**src/rtl/e2dv_pkg.sv**
```systemverilog
`timescale 1ns / 1ps
// e2dv_pkg: types, constants and per-cell divisor tables for the pose converter
// no dependencies; imported by every module of the block
package e2dv_pkg;

  // pipeline depths
  localparam int NCELL    = 4;
  localparam int LAT_SC   = 23;
  localparam int LAT_MUL  = 3;
  localparam int LAT_PIPE = LAT_SC + LAT_MUL;
  localparam int MET_CORE = 6;
  localparam int MET_PAD  = LAT_PIPE - MET_CORE;

  // angle limits and split points, 1/64 degree
  localparam logic signed [15:0] ANG_MAX     = 16'sd23040;
  localparam logic signed [15:0] ANG_MIN     = -16'sd23040;
  localparam logic signed [16:0] ANG_FULL_S  = 17'sd23040;
  localparam logic        [14:0] ANG_Q1      = 15'd5760;
  localparam logic        [14:0] ANG_Q2      = 15'd11520;
  localparam logic        [14:0] ANG_Q3      = 15'd17280;
  localparam logic        [12:0] ANG_QUARTER = 13'd5760;
  localparam logic        [12:0] ANG_EIGHTH  = 13'd2880;

  localparam logic [1:0] QUAD_0 = 2'd0;
  localparam logic [1:0] QUAD_1 = 2'd1;
  localparam logic [1:0] QUAD_2 = 2'd2;
  localparam logic [1:0] QUAD_3 = 2'd3;

  // series arithmetic, unsigned q30
  localparam logic [18:0] RAD_Q30     = 19'd292818;
  localparam logic [30:0] ONE_Q30     = 31'h4000_0000;
  localparam logic [30:0] HALF_LSB_14 = 31'h0000_8000;

  localparam logic [31:0] RCP_42 = 32'(64'hFFFF_FFFF / 64'd42);
  localparam logic [31:0] RCP_20 = 32'(64'hFFFF_FFFF / 64'd20);
  localparam logic [31:0] RCP_6  = 32'(64'hFFFF_FFFF / 64'd6);
  localparam logic [31:0] RCP_1  = 32'(64'hFFFF_FFFF / 64'd1);
  localparam logic [31:0] RCP_56 = 32'(64'hFFFF_FFFF / 64'd56);
  localparam logic [31:0] RCP_30 = 32'(64'hFFFF_FFFF / 64'd30);
  localparam logic [31:0] RCP_12 = 32'(64'hFFFF_FFFF / 64'd12);
  localparam logic [31:0] RCP_2  = 32'(64'hFFFF_FFFF / 64'd2);

  localparam logic [5:0]  SIN_DIV [NCELL] = '{6'd42, 6'd20, 6'd6, 6'd1};
  localparam logic [31:0] SIN_RCP [NCELL] = '{RCP_42, RCP_20, RCP_6, RCP_1};
  localparam logic [5:0]  COS_DIV [NCELL] = '{6'd56, 6'd30, 6'd12, 6'd2};
  localparam logic [31:0] COS_RCP [NCELL] = '{RCP_56, RCP_30, RCP_12, RCP_2};

  // inches to metres: round(p * 200 / 7874) == floor((p * 100 + 1968) / 3937)
  localparam logic [37:0] MET_SCALE = 38'd100;
  localparam logic [37:0] MET_BIAS  = 38'd1968;
  localparam logic [11:0] MET_DIV   = 12'd3937;
  localparam logic [26:0] MET_RCP   = 27'((64'd1 << 38) / 64'd3937);

  typedef struct packed {
    logic [29:0] x;
    logic [29:0] x2;
    logic [1:0]  quad;
    logic        swap;
  } tag_t;

  typedef struct packed {
    tag_t        tag;
    logic [30:0] ts;
    logic [30:0] tc;
  } cell_t;

endpackage

```
**src/rtl/e2dv_mul.sv**
```systemverilog
`timescale 1ns / 1ps
// e2dv_mul: q2.14 product rounded on its magnitude, ties away from zero
// three register stages; depends on e2dv_pkg
module e2dv_mul (
  input  logic               clk,
  input  logic               en,
  input  logic signed [15:0] a,
  input  logic signed [15:0] b,
  output logic signed [15:0] p
);
  import e2dv_pkg::*;

  logic        neg1, neg2;
  logic [14:0] ma1, mb1, m2;
  logic [29:0] prod;
  logic [30:0] rnd;

  assign prod = {15'd0, ma1} * {15'd0, mb1};
  assign rnd  = {1'b0, prod} + 31'd8192;

  always_ff @(posedge clk) begin
    if (en) begin
      neg1 <= a[15] ^ b[15];
      ma1  <= a[15] ? 15'(-a) : a[14:0];
      mb1  <= b[15] ? 15'(-b) : b[14:0];
      neg2 <= neg1;
      m2   <= rnd[28:14];
      p    <= neg2 ? 16'(-{1'b0, m2}) : {1'b0, m2};
    end
  end

endmodule
```
**config.mk**
```make
export PLATFORM = sky130hd
export DESIGN_NAME = e2dv_mul
export DESIGN_NICKNAME = d
export VERILOG_FILES = /design/src/rtl/e2dv_pkg.sv /design/src/rtl/e2dv_mul.sv
export SDC_FILE = /design/constraint.sdc
export NUM_CORES = 1
export LEC_CHECK = 0
export ABC_AREA = 1
export BUFFER_PORTS_ARGS = -buffer_cell sky130_fd_sc_hd__buf_2
export CORE_UTILIZATION = 68
export CTS_CLUSTER_SIZE = 8
export DETAILED_ROUTE_END_ITERATION = 16
export GPL_TIMING_DRIVEN = 0
export MAX_ROUTING_LAYER = met4
export PLACE_DENSITY = 0.87
export SYNTH_ARGS = -nofsm -noshare
export SYNTH_HDL_FRONTEND = slang
export SYNTH_SLANG_ARGS = --single-unit
export TNS_END_PERCENT = 100
```
**constraint.sdc**
```tcl
create_clock -name clk -period 13.81 [get_ports clk]
set_clock_uncertainty 0.05 [all_clocks]
set_input_delay 2.0715 -clock clk [delete_from_list [all_inputs] [get_ports clk]]
set_output_delay 2.0715 -clock clk [all_outputs]
set_load 0.02 [all_outputs]
```
-- Word level (Yosys, flattened, before mapping)
Index checks and enable logic that the tools add are counted.
- $add $sub $neg: 4
- multipliers: 1
- muxes and demuxes: 3
- bitwise logic cells: 1
- operators by type and width (operator ; count):
    $mux 15 ; 3
    $neg 15->15 ; 2
    $add 29x14->29 const B ; 1
    $mul 15x15->29 ; 1
    $neg 15->16 ; 1
    $xor 1x1->1 ; 1
- register bits after elaboration: 63
- input bits: 34
- output and inout bits: 16

-- Longest topological paths before layout
- depth in word-level cells: 2
- depth in mapped cells: 24
- depth with buffers taken out: 23

-- Least setup slack after synthesis
OpenSTA, ideal clock, no wires.
- path type: register to register
- start point: register ma1[6]
- end point: register m2[12], data pin
- setup time: 0.252 ns
- data arrival time: 5.045 ns
- path slack: 8.463 ns
- stages on the path, launching flop included: 23
- path buffers: 1
- path through: edfxtp_1 -> clkbuf_1 -> nand2_1 -> fa_1 -> inv_1 -> fa_1 -> inv_1 -> fa_1 -> inv_1 -> fa_1 -> fa_1 -> inv_1 -> fa_1 -> inv_1 -> ha_1 -> a21oi_1 -> o21ai_0 -> nand2_1 -> nand2_1 -> a21oi_1 -> nand2_1 -> nand2_1 -> nand2_1
- cells in the longest elaborated chain, start to end: 2
- ends and longest elaborated chain (element ; line ; source):
    start, declared ; e2dv_mul.sv:14 ; logic [14:0] ma1, mb1, m2;
    start signal, assigned ; e2dv_mul.sv:24 ; ma1 <= a[15] ? 15'(-a) : a[14:0];
    $mul 15x15->29 ; e2dv_mul.sv:18 ; assign prod = {15'd0, ma1} * {15'd0, mb1};
    $add 29x14->29 ; e2dv_mul.sv:19 ; assign rnd = {1'b0, prod} + 31'd8192;
    net rnd[26] ; e2dv_mul.sv:16 ; logic [30:0] rnd;
    end signal, assigned ; e2dv_mul.sv:27 ; m2 <= rnd[28:14];
    end, declared ; e2dv_mul.sv:14 ;
The timed path passes the listed nets, and every way through them passes these cells.
A chain may end at the register's enable or synchronous reset.

-- Worst setup path after layout
- start point: register ma1[6]
- end point: register m2[13], data pin
The elaborated chain is that of the path after synthesis.

==> out/metrics.cfg <==
[yosys]
synth_ff_type = edfxtp_1
ys_ff_latch = 63
synth_cells = 1327
synth.net_count = 1627
syn_area_per_cell_um2 = 8.06
yosys_warnings = 0
synth-seq-area-share = 0.177
async_reset_ff_frac = 0
synth-edff-count = 63
syn_area_mm2 = 0.0107
yosysUniqueCellTypes = 27

[timing]
tns_ns = 0
rsz0062_at_grt = false
period_share = 0.468
maxSlewHeadroom = 0.476
finalHoldViolCount = 0
setup_violations = 0
fin_crit_ns = 6.46
fmax_ghz = 0.155
worst_slew_pin_slew_ns = 0.786
maxSlewViolCount = 0
holdWs_ns = 0.370

[clock_tree]
clockRootBuffer = clkbuf_16
clkSlewWorstSetupHoldPaths_ns = 0.05
post_cts_resized = 0
cts.sinks = 63
clockBufferDepth = 2
clk_latency_ns = 0.34
cts_made_buffers = 9
post_cts_buffers = 0
hold_buffers = 0
cts_tree = done
htreeDepth = 3

[global_route]
grt_usage = 0.371
grt_pass1_vias = 9400
grt-ovfl-total = 0
grt_max_degree = 64
antenna_found_initial = 0
grt_pass1_wl_um = 44400

[critical_path]
crit_type = reg2reg
cp.arrival_ns = 6.50
cp-end-kind = flop
r2r-start = ma1[6]
cp-startpoint = ma1[6]
worst_path_most_repeated_cell = fa_1
required_ns = 13.85
slowest_stage = clkbuf_1
cp_max_fo = 10
path_buf_inv = 6
crit_chain = clkbuf_1 > nand2_1 > fa_1 > inv_1 > fa_1 > inv_1 > fa_1 > inv_1 > fa_1 > fa_1 > inv_1 > fa_1 > inv_1 > ha_1 > nand2_1 > o21ai_0 > nand2_1 > a21oi_1 > nor2_1 > nand3_1 > nand2_1
cp_top_family = adder cells
critPathMaxStageDelay_ns = 0.59
startpoint_type = flop

[floorplanning]
die_area_mm2 = 0.0162
num_rows = 45
die_w_um = 127
die_height_um = 127
ios = 50
initial_core_util = 0.701
core_area_mm2 = 0.0153

[worst_hold_path]
worstHoldStart = neg1
hold_class = reg2reg

[placement]
dpl-instance-area_mm2 = 0.0112
hpwl_um = 21700
place_congestion = 0.974
port-buffer-count = 49

[detailed_routing]
drtPass1Iterations = 6
routed_wl_um = 26600
ant_nets = 0
route.detailed.drc = 0
drt_iter0_markers = 748
wl_per_cell_um = 16.6
vias_per_cell = 5.51
vias = 8830

[layout]
fin_nets = 1687
post-route-util = 0.755
syn2layout_area_growth_pct = 7.72
final_area_mm2 = 0.0115
num_antenna_cells = 0
drive_gt1_frac = 0.0546

[outcome]
status = finished, final reports clean

[run]
maxCapViolations = 0

## registers in the layout (all words and copies together), names as in the netlist
name  cells
m2       15
ma1      15
mb1      15
neg1      1
neg2      1
p        16
## final timing paths
check	end	slack (ns)	depth (start not counted)
hold reg to reg	neg2	0.37	0
setup / recovery	m2[13]	7.35	21
setup reg to reg	m2[13]	7.35	21
hold / removal	neg2	0.37	0
## worst register-to-register path, delay by kind of cell (launching register included)
kind / cells / cell delay [ns]
AND/OR/NAND/NOR: 6 / 0.73
AO/OA/AOI/OAI: 2 / 0.57
flip-flops: 1 / 0.54
adder cells (fa/ha/maj): 7 / 3.46
buffers and inverters: 6 / 0.86
## cells in the mapped netlist (2+ instances only)
master,n,share of area
nand2_1,373,0.13
inv_1,355,0.12
fa_1,167,0.31
ha_1,99,0.12
edfxtp_1,63,0.18
nor2_1,60,0.021
clkbuf_1,33,0.012
xor2_1,29,0.024
a21oi_1,28,0.013
nand3_1,25,0.012
o21ai_0,24,0.011
nor3_1,13,0.0061
nand4_1,12,0.0070
xnor2_1,10,0.0082
nand3b_1,7,0.0049
a21o_1,5,0.0035
nand2_2,4,0.0023
o211ai_1,4,0.0028
nor3_2,3,0.0028
o21a_1,3,0.0021
nor2_2,2,0.0012
o21ai_1,2,0.00094
o31ai_1,2,0.0014
## per-stage QoR
stage,setup slack [ns],std cells
5_1_grt,7.00,1603
2_1_floorplan,8.46,1327
4_1_cts,7.42,1603
3_3_place_gp,7.59,1587
6_report,7.35,1603
3_5_place_dp,7.48,1587
## layer usage
metal,global-route usage,routed length [um],up-vias
li1,-,-,4047
met1,0.432,9960,4165
met2,0.614,12700,476
met3,0.0678,2340,142
met4,0.197,1560,0
met5,-,0,-
## placed cells by master (no fill, tap or decap), types with 3 or more instances in the layout
cell type	count
a21o_1	5
ha_1	99
nand4_1	12
xnor2_1	10
xor2_1	29
nand3_1	25
buf_2	48
nor3_2	3
nor2_1	60
clkbuf_1	34
nand2_2	4
clkbuf_16	9
o21a_1	3
o211ai_1	4
edfxtp_1	63
fa_1	167
nand3b_1	7
a21oi_1	28
inv_1	355
nand2_1	373
o21ai_0	24
nor3_1	13
## cell type report
type	count	area, um2
fill	1062	3740
timing repair buffer	49	248
buffer	33	124
sequential	63	1890
inverter	355	1330
clock inverter	6	85.1
clock buffer	10	229
tap	211	264
multi-input combinational	876	7350
## kinds of logic after synthesis
logic type,after synthesis,synth area share
AOI/OAI and AO/OA,70,0.0369
xor gates and xnor gates,39,0.0319
adders and majority gates,266,0.428
buffers and inverters,388,0.136
DFF,63,0.177
and+or+nand+nor,501,0.190
Power is left out: the tool's default activity adds up to more than one toggle a clock period on the data nets, which glitch-free logic cannot reach.
