<file path="config.mk">
export PLATFORM = sky130hd
export DESIGN_NAME = e2dv_metres
export DESIGN_NICKNAME = d
export VERILOG_FILES = /design/src/rtl/e2dv_pkg.sv /design/src/rtl/e2dv_metres.sv
export SDC_FILE = /design/constraint.sdc
export NUM_CORES = 2
export LEC_CHECK = 0
export BUFFER_PORTS_ARGS = -buffer_cell sky130_fd_sc_hd__buf_4
export CELL_PAD_IN_SITES_DETAIL_PLACEMENT = 1
export CELL_PAD_IN_SITES_GLOBAL_PLACEMENT = 2
export CORE_ASPECT_RATIO = 0.6
export CORE_MARGIN = 2
export CORE_UTILIZATION = 51
export DETAILED_ROUTE_END_ITERATION = 12
export PLACE_DENSITY = 0.94
export SLEW_MARGIN = 20
export SYNTH_ARGS = -nofsm -noshare
export SYNTH_HDL_FRONTEND = slang
export SYNTH_SLANG_ARGS = --single-unit
</file>
<file path="constraint.sdc">
create_clock -name clk -period 10 [get_ports clk]
set_input_delay 2 -clock clk [delete_from_list [all_inputs] [get_ports clk]]
set_output_delay 2 -clock clk [all_outputs]
set_load 0.005 [all_outputs]
</file>
<file path="src/rtl/e2dv_pkg.sv">
`timescale 1ns / 1ps
// e2dv_pkg: types, constants and per-cell divisor tables for the pose converter
// no dependencies; imported by every module of the block
package e2dv_pkg;

  // pipeline depths
  localparam int NCELL    = 4;
  localparam int LAT_SC   = 23;
  localparam int LAT_MUL  = 3;
  localparam int LAT_PIPE = LAT_SC + LAT_MUL;
  localparam int MET_CORE = 6;
  localparam int MET_PAD  = LAT_PIPE - MET_CORE;

  // angle limits and split points, 1/64 degree
  localparam logic signed [15:0] ANG_MAX     = 16'sd23040;
  localparam logic signed [15:0] ANG_MIN     = -16'sd23040;
  localparam logic signed [16:0] ANG_FULL_S  = 17'sd23040;
  localparam logic        [14:0] ANG_Q1      = 15'd5760;
  localparam logic        [14:0] ANG_Q2      = 15'd11520;
  localparam logic        [14:0] ANG_Q3      = 15'd17280;
  localparam logic        [12:0] ANG_QUARTER = 13'd5760;
  localparam logic        [12:0] ANG_EIGHTH  = 13'd2880;

  localparam logic [1:0] QUAD_0 = 2'd0;
  localparam logic [1:0] QUAD_1 = 2'd1;
  localparam logic [1:0] QUAD_2 = 2'd2;
  localparam logic [1:0] QUAD_3 = 2'd3;

  // series arithmetic, unsigned q30
  localparam logic [18:0] RAD_Q30     = 19'd292818;
  localparam logic [30:0] ONE_Q30     = 31'h4000_0000;
  localparam logic [30:0] HALF_LSB_14 = 31'h0000_8000;

  localparam logic [31:0] RCP_42 = 32'(64'hFFFF_FFFF / 64'd42);
  localparam logic [31:0] RCP_20 = 32'(64'hFFFF_FFFF / 64'd20);
  localparam logic [31:0] RCP_6  = 32'(64'hFFFF_FFFF / 64'd6);
  localparam logic [31:0] RCP_1  = 32'(64'hFFFF_FFFF / 64'd1);
  localparam logic [31:0] RCP_56 = 32'(64'hFFFF_FFFF / 64'd56);
  localparam logic [31:0] RCP_30 = 32'(64'hFFFF_FFFF / 64'd30);
  localparam logic [31:0] RCP_12 = 32'(64'hFFFF_FFFF / 64'd12);
  localparam logic [31:0] RCP_2  = 32'(64'hFFFF_FFFF / 64'd2);

  localparam logic [5:0]  SIN_DIV [NCELL] = '{6'd42, 6'd20, 6'd6, 6'd1};
  localparam logic [31:0] SIN_RCP [NCELL] = '{RCP_42, RCP_20, RCP_6, RCP_1};
  localparam logic [5:0]  COS_DIV [NCELL] = '{6'd56, 6'd30, 6'd12, 6'd2};
  localparam logic [31:0] COS_RCP [NCELL] = '{RCP_56, RCP_30, RCP_12, RCP_2};

  // inches to metres: round(p * 200 / 7874) == floor((p * 100 + 1968) / 3937)
  localparam logic [37:0] MET_SCALE = 38'd100;
  localparam logic [37:0] MET_BIAS  = 38'd1968;
  localparam logic [11:0] MET_DIV   = 12'd3937;
  localparam logic [26:0] MET_RCP   = 27'((64'd1 << 38) / 64'd3937);

  typedef struct packed {
    logic [29:0] x;
    logic [29:0] x2;
    logic [1:0]  quad;
    logic        swap;
  } tag_t;

  typedef struct packed {
    tag_t        tag;
    logic [30:0] ts;
    logic [30:0] tc;
  } cell_t;

endpackage

</file>
<file path="src/rtl/e2dv_metres.sv">
`timescale 1ns / 1ps
// e2dv_metres: inches to metres, rounded to nearest with ties away from zero
// reciprocal multiply with one correction step, padded to the angle path depth; uses e2dv_pkg
module e2dv_metres (
  input  logic               clk,
  input  logic               en,
  input  logic signed [31:0] inch,
  output logic signed [31:0] metre
);
  import e2dv_pkg::*;

  logic        neg1, neg2, neg3, neg4, neg5;
  logic [31:0] mag1;
  logic [37:0] a2, a3, a4;
  logic [45:0] plo, phi, plo3, phi3;
  logic [64:0] sum4;
  logic [26:0] q0_4, q0_5;
  logic [37:0] kq, diff;
  logic [13:0] rem;
  logic        ge5;
  logic [31:0] q6;
  logic [31:0] res6;
  logic [31:0] pad [MET_PAD];

  assign plo  = {19'd0, a2[18:0]} * {19'd0, MET_RCP};
  assign phi  = {19'd0, a2[37:19]} * {19'd0, MET_RCP};
  assign sum4 = {phi3, 19'd0} + {19'd0, plo3};
  assign kq   = {11'd0, q0_4} * {26'd0, MET_DIV};
  assign diff = a4 - kq;
  assign rem  = diff[13:0];
  assign q6   = {5'd0, q0_5} + {31'd0, ge5};

  always_ff @(posedge clk) begin
    if (en) begin
      neg1 <= inch[31];
      mag1 <= inch[31] ? 32'(-inch) : 32'(inch);
      neg2 <= neg1;
      a2   <= {6'd0, mag1} * MET_SCALE + MET_BIAS;
      neg3 <= neg2;
      a3   <= a2;
      plo3 <= plo;
      phi3 <= phi;
      neg4 <= neg3;
      a4   <= a3;
      q0_4 <= sum4[64:38];
      neg5 <= neg4;
      q0_5 <= q0_4;
      ge5  <= (rem >= {2'd0, MET_DIV});
      res6 <= neg5 ? -q6 : q6;
      pad[0] <= res6;
      for (int i = 1; i < MET_PAD; i++) begin
        pad[i] <= pad[i-1];
      end
    end
  end

  assign metre = pad[MET_PAD-1];

endmodule

</file>
Yosys cells after proc, flatten, opt, wreduce, memory -nomap -nowiden
Memory sizes are Yosys's and may differ from the RTL's.
Cells that the tools add are included.

word-level totals
  output and inout port bits = 32
  memories = 1
  bits in registers = 276
  RAM bits = 640
  word-level logic and storage cells = 32
  bits of input ports = 34

memories
  name  depth  width  rd ports  clocked after memory_dff  wr ports  RTL line           RTL
  pad   20     32     20        0                         20        e2dv_metres.sv:23  logic [31:0] pad [MET_PAD];

operators by class
  magnitude comparators = 1
  multiply operators = 4
  mux-type cells = 4
  add/sub/neg operators = 6

operators by type and width
  cell                                                                      number
  19-bit by 24-bit multiplier with 43-bit output (second input constant)    2
  65-bit by 46-bit adder with 65-bit output                                 1
  38-bit by 11-bit adder with 38-bit output (second input constant)         1
  32-bit by 5-bit multiplier with 36-bit output (second input constant)     1
  32-bit 2-to-1 mux                                                         1
  28-bit negator with 32-bit output                                         1
  32-bit negator                                                            1
  31-bit 2-to-1 mux                                                         1
  27-bit by 1-bit adder with 28-bit output                                  1
  27-bit by 12-bit multiplier with 14-bit output (second input constant)    1
  14-bit by 12-bit >= comparator with 1-bit output (second input constant)  1
  14-bit subtractor                                                         1
  1-bit 2-to-1 mux                                                          2

Depth between registers and ports, before layout
  depth in word-level cells = 3
  depth in mapped cells = 23
  depth with buffers taken out = 23

Least setup slack after synthesis
Ideal clock, no wire load.

  kind = register to register
  start point = register a2[17]
  end point = register plo3[41], data pin
  arrival time = 6352 ps
  data required time = 9805 ps
  path slack = 3453 ps
  library setup time = 195 ps
  buffers on the path = 0
  cell stages (with the launch flop) = 22
  period minus slack after synthesis = 6547 ps
  cell sequence = edfxtp_1 -> fa_1 -> inv_1 -> fa_1 -> fa_1 -> inv_1 -> fa_1 -> fa_1 -> inv_1 -> fa_1 -> inv_1 -> ha_1 -> a211oi_1 -> nand2_1 -> a211oi_1 -> o31ai_1 -> a2111oi_1 -> nor3_1 -> o21ai_1 -> a21oi_1 -> or4_1 -> o311ai_0

on the way
  longest elaborated chain between the ends = 1

RTL lines
  what                                            RTL line           RTL
  start, declared                                 e2dv_metres.sv:14  logic [37:0] a2, a3, a4;
  start signal, assigned                          e2dv_metres.sv:38  a2 <= {6'd0, mag1} * MET_SCALE + MET_BIAS;
  19-bit by 24-bit multiplier with 43-bit output  e2dv_metres.sv:25  assign plo = {19'd0, a2[18:0]} * {19'd0, MET_RCP};
  named net plo[41]                               e2dv_metres.sv:15  logic [45:0] plo, phi, plo3, phi3;
  end signal, assigned                            e2dv_metres.sv:41  plo3 <= plo;
  end, declared                                   e2dv_metres.sv:15

The timed path passes the listed nets, and every way through them passes these cells.
A chain may end at the register's enable or synchronous reset.

Worst setup path in the final report
  start point = register a2[17]
  end point = register plo3[42], data pin

Same word-level chain as after synthesis.

==> insert_results.sql <==
INSERT INTO impl_metrics (metric_group, metric, value, unit) VALUES
('status', 'status', 'finished, final reports clean', ''),
('timing', 'fin_crit_period', '7.70', 'ns'),
('placement', 'detailed_place.area', '52200', 'um2'),
('clock_network', 'clk-insertion-delay-late', '0.69', 'ns'),
('placement', 'gpl.final_weighted_congestion', '0.900', ''),
('placement', 'dp_hpwl', '77.8', 'mm'),
('clock_network', 'holdBufCountCts', '0', ''),
('cells_and_area', 'post_route_cells_drive_above_1_share', '0.0610', ''),
('detailed_routing', 'drt_iter0_markers', '1936', ''),
('worst_setup_path', 'required_time_at_the_endpoint_of_the_critical_path', '10.41', 'ns'),
('yosys', 'ys_seq_elements', '891', ''),
('placement', 'place_worst_setup_slack', '2.48', 'ns'),
('worst_setup_path', 'critical_path_peak_fanout', '10', ''),
('cells_and_area', 'num-nets-final', '4600', ''),
('global_route', 'grt_pass1_vias', '29400', ''),
('yosys', 'synthDominantCellAreaShare', '0.532', ''),
('cells_and_area', 'fin_area', '55000', 'um2'),
('detailed_routing', 'remaining_drc_errors', '0', ''),
('timing', 'final_report_max_slew_violation_count', '0', ''),
('yosys', 'synth.lib_cells_used.distinct', '82', ''),
('worst_setup_path', 'cell_type_with_the_highest_occurrence_count_on_the_critical_path', 'fa_1', ''),
('clock_network', 'cts-buffers-inserted', '81', ''),
('yosys', 'mappedNetlistArea', '50300', 'um2'),
('cells_and_area', 'layout.cells.most_common_list', '891 x edfxtp_1, 733 x inv_1, 520 x ha_1', ''),
('worst_setup_path', 'timing.critical_path.from_type', 'flip-flop', ''),
('clock_network', 'numClockSinks', '891', ''),
('detailed_routing', 'drt.antenna.violating_nets', '0', ''),
('die', 'die_h', '247', 'um'),
('yosys', 'synth_enable_flop_cells', '891', ''),
('global_route', 'grt_start_max_net_pins', '184', ''),
('die', 'placeableCoreArea', '98000', 'um2'),
('detailed_routing', 'routed_wirelength', '109', 'mm'),
('cells_and_area', 'layout_commonest_cell', 'edfxtp_1', ''),
('worst_setup_path', 'arrival', '8.11', 'ns'),
('yosys', 'yosys-top-cells-area', 'edfxtp_1 53%, fa_1 14%, ha_1 13%', ''),
('yosys', 'yosysWarnings', '0', ''),
('yosys', 'synthesis.area_per_instance', '13.9', 'um2'),
('cells_and_area', 'filler_cell_count', '9558', ''),
('worst_hold_path', 'min_path_type', 'flip-flop to flip-flop', ''),
('worst_setup_path', 'critPathSlowestCell', 'a2111oi_1', ''),
('yosys', 'syn_inst', '3608', ''),
('die', 'rows', '89', ''),
('cells_and_area', 'syn_to_final_growth', '9.27', '%'),
('die', 'num_io_pins', '66', ''),
('worst_setup_path', 'cp_cell_sequence', 'fa_1, inv_1, fa_1, fa_1, inv_1, fa_1, fa_1, inv_1, fa_1, inv_1, ha_1, a211oi_1, nand2_1, a211oi_1, o31ai_1, a2111oi_1, nor3_1, o21ai_1, a21oi_1, o41ai_1, xnor2_1', ''),
('yosys', 'sequential_element_share_of_the_synthesized_area', '0.532', ''),
('timing', 'clock-skew-final', '0.0398', 'ns'),
('yosys', 'async_flop_share', '0', ''),
('timing', 'final-hold-violation-count', '0', ''),
('clock_network', 'clkTransAtPathRegs', '0.07', 'ns'),
('timing', 'setup-violations-final', '0', ''),
('die', 'dieArea', '101000', 'um2'),
('die', 'initial_utilization', '0.513', ''),
('clock_network', 'cts.repair.resized', '0', ''),
('yosys', 'postSynthNetCount', '4502', ''),
('detailed_routing', 'detail_route.wl_per_cell', '21.5', 'um'),
('timing', 'final_min_period_over_clock_period', '0.770', ''),
('yosys', 'ys_dominant_reg_cell', 'edfxtp_1', ''),
('timing', 'tightest_slew', '1.09', 'ns'),
('die', 'die_w', '409', 'um'),
('global_route', 'grt_pass1_wl', '170', 'mm'),
('clock_network', 'clock_tree_from_tritoncts', 'built', ''),
('worst_setup_path', 'critical-path-top-delay-family', 'adder cells', ''),
('worst_setup_path', 'endpoint_type_of_the_worst_setup_path', 'flip-flop', ''),
('timing', 'max_freq', '130', 'MHz'),
('timing', 'fin_ws', '2.30', 'ns'),
('worst_setup_path', 'crit_type', 'flip-flop to flip-flop', ''),
('worst_setup_path', 'number_of_buffer_and_inverter_stages_on_the_critical_path', '4', ''),
('clock_network', 'cts.htree.levels', '3', ''),
('clock_network', 'cts_root_buffer', 'clkbuf_16', ''),
('global_route', 'grt_use_total', '0.221', '');
[registers in the layout, summed over array words and instances, names as in the netlist, 25 cells and up]
name / count
q0_4: 27
phi3: 43
plo3: 25
res6: 32
q0_5: 27
pad: 640
mag1: 32
a2: 36
[worst paths after layout]
kind                        startpoint  cells after the start                     to  slack [ns]
setup / recovery      a2[17]$_DFFE_PP_                     21     plo3[42]$_DFFE_PP_        2.30
hold / removal    pad[1][74]$_DFFE_PP_                      0  pad[1][106]$_DFFE_PP_        0.39
setup reg to reg      a2[17]$_DFFE_PP_                     21     plo3[42]$_DFFE_PP_        2.30
hold reg to reg   pad[1][74]$_DFFE_PP_                      0  pad[1][106]$_DFFE_PP_        0.39
[final cells by class]
class / count / area (um2) / area share
Antenna cell: 1 / 2.50 / 0.0000455
Clock buffer: 96 / 2080 / 0.0379
Clock inverter: 49 / 684 / 0.0125
Inverter: 733 / 2750 / 0.0501
Multi-Input combinational cell: 1926 / 20400 / 0.372
Sequential cell: 891 / 26800 / 0.487
Tap cell: 1319 / 1650 / 0.0300
Timing Repair Buffer: 73 / 593 / 0.0108
[Yosys cell counts, types with 16 or more instances]
| master | n |
|---|---|
| a21o_1 | 51 |
| a21oi_1 | 109 |
| buf_4 | 32 |
| clkbuf_1 | 17 |
| edfxtp_1 | 891 |
| fa_1 | 340 |
| ha_1 | 520 |
| inv_1 | 733 |
| nand2_1 | 101 |
| nand2b_1 | 18 |
| nand3_1 | 40 |
| nand4_1 | 18 |
| nor2_1 | 66 |
| nor2b_1 | 16 |
| nor3_1 | 30 |
| o21a_1 | 20 |
| o21ai_0 | 72 |
| or3_1 | 23 |
| xnor2_1 | 187 |
| xor2_1 | 59 |
[cell families (layout without fill, tap and decap cells)]
| kind of cell | after synthesis | count (layout) | share of synthesized area |
|---|---|---|---|
| xor+xnor | 248 | 248 | 0.0436 |
| other cells | 0 | 1 | 0 |
| simple gates | 405 | 405 | 0.0432 |
| fa+ha+maj | 860 | 860 | 0.265 |
| mux | 3 | 3 | 0.000622 |
| buf+inv | 791 | 951 | 0.0616 |
| flops | 891 | 891 | 0.532 |
| compound gates | 410 | 410 | 0.0542 |
[stage by stage]
step           hold WS (ns)  instances   util
2_1_floorplan         0.400       3608      -
3_3_place_gp          0.400       4942  0.533
3_5_place_dp          0.405       4942  0.533
4_1_cts               0.376       5087  0.561
5_1_grt               0.383       5087  0.561
6_report              0.392       5088  0.561
[layer usage]
layer / global-route usage / part of all wire / up-vias
met2: 0.345 / 0.45 / 802
met1: 0.311 / 0.46 / 13700
met3: 0.0578 / 0.074 / 164
met4: 0.0508 / 0.021 / 2
li1: - / - / 12600
met5: 0 / 0.00018 / -
[worst reg2reg max path, stage by stage (launching register included)]
cell       delay [ns]
edfxtp_1         0.65
fa_1             0.71
inv_1            0.09
fa_1             0.48
fa_1             0.55
inv_1            0.05
fa_1             0.50
fa_1             0.54
inv_1            0.05
fa_1             0.54
inv_1            0.04
ha_1             0.23
a211oi_1         0.32
nand2_1          0.10
a211oi_1         0.23
o31ai_1          0.20
a2111oi_1        0.72
nor3_1           0.19
o21ai_1          0.41
a21oi_1          0.21
o41ai_1          0.49
xnor2_1          0.16
Power is not shown: default switching activity piles up to over one toggle a cycle in this logic, so the estimate is an artifact.
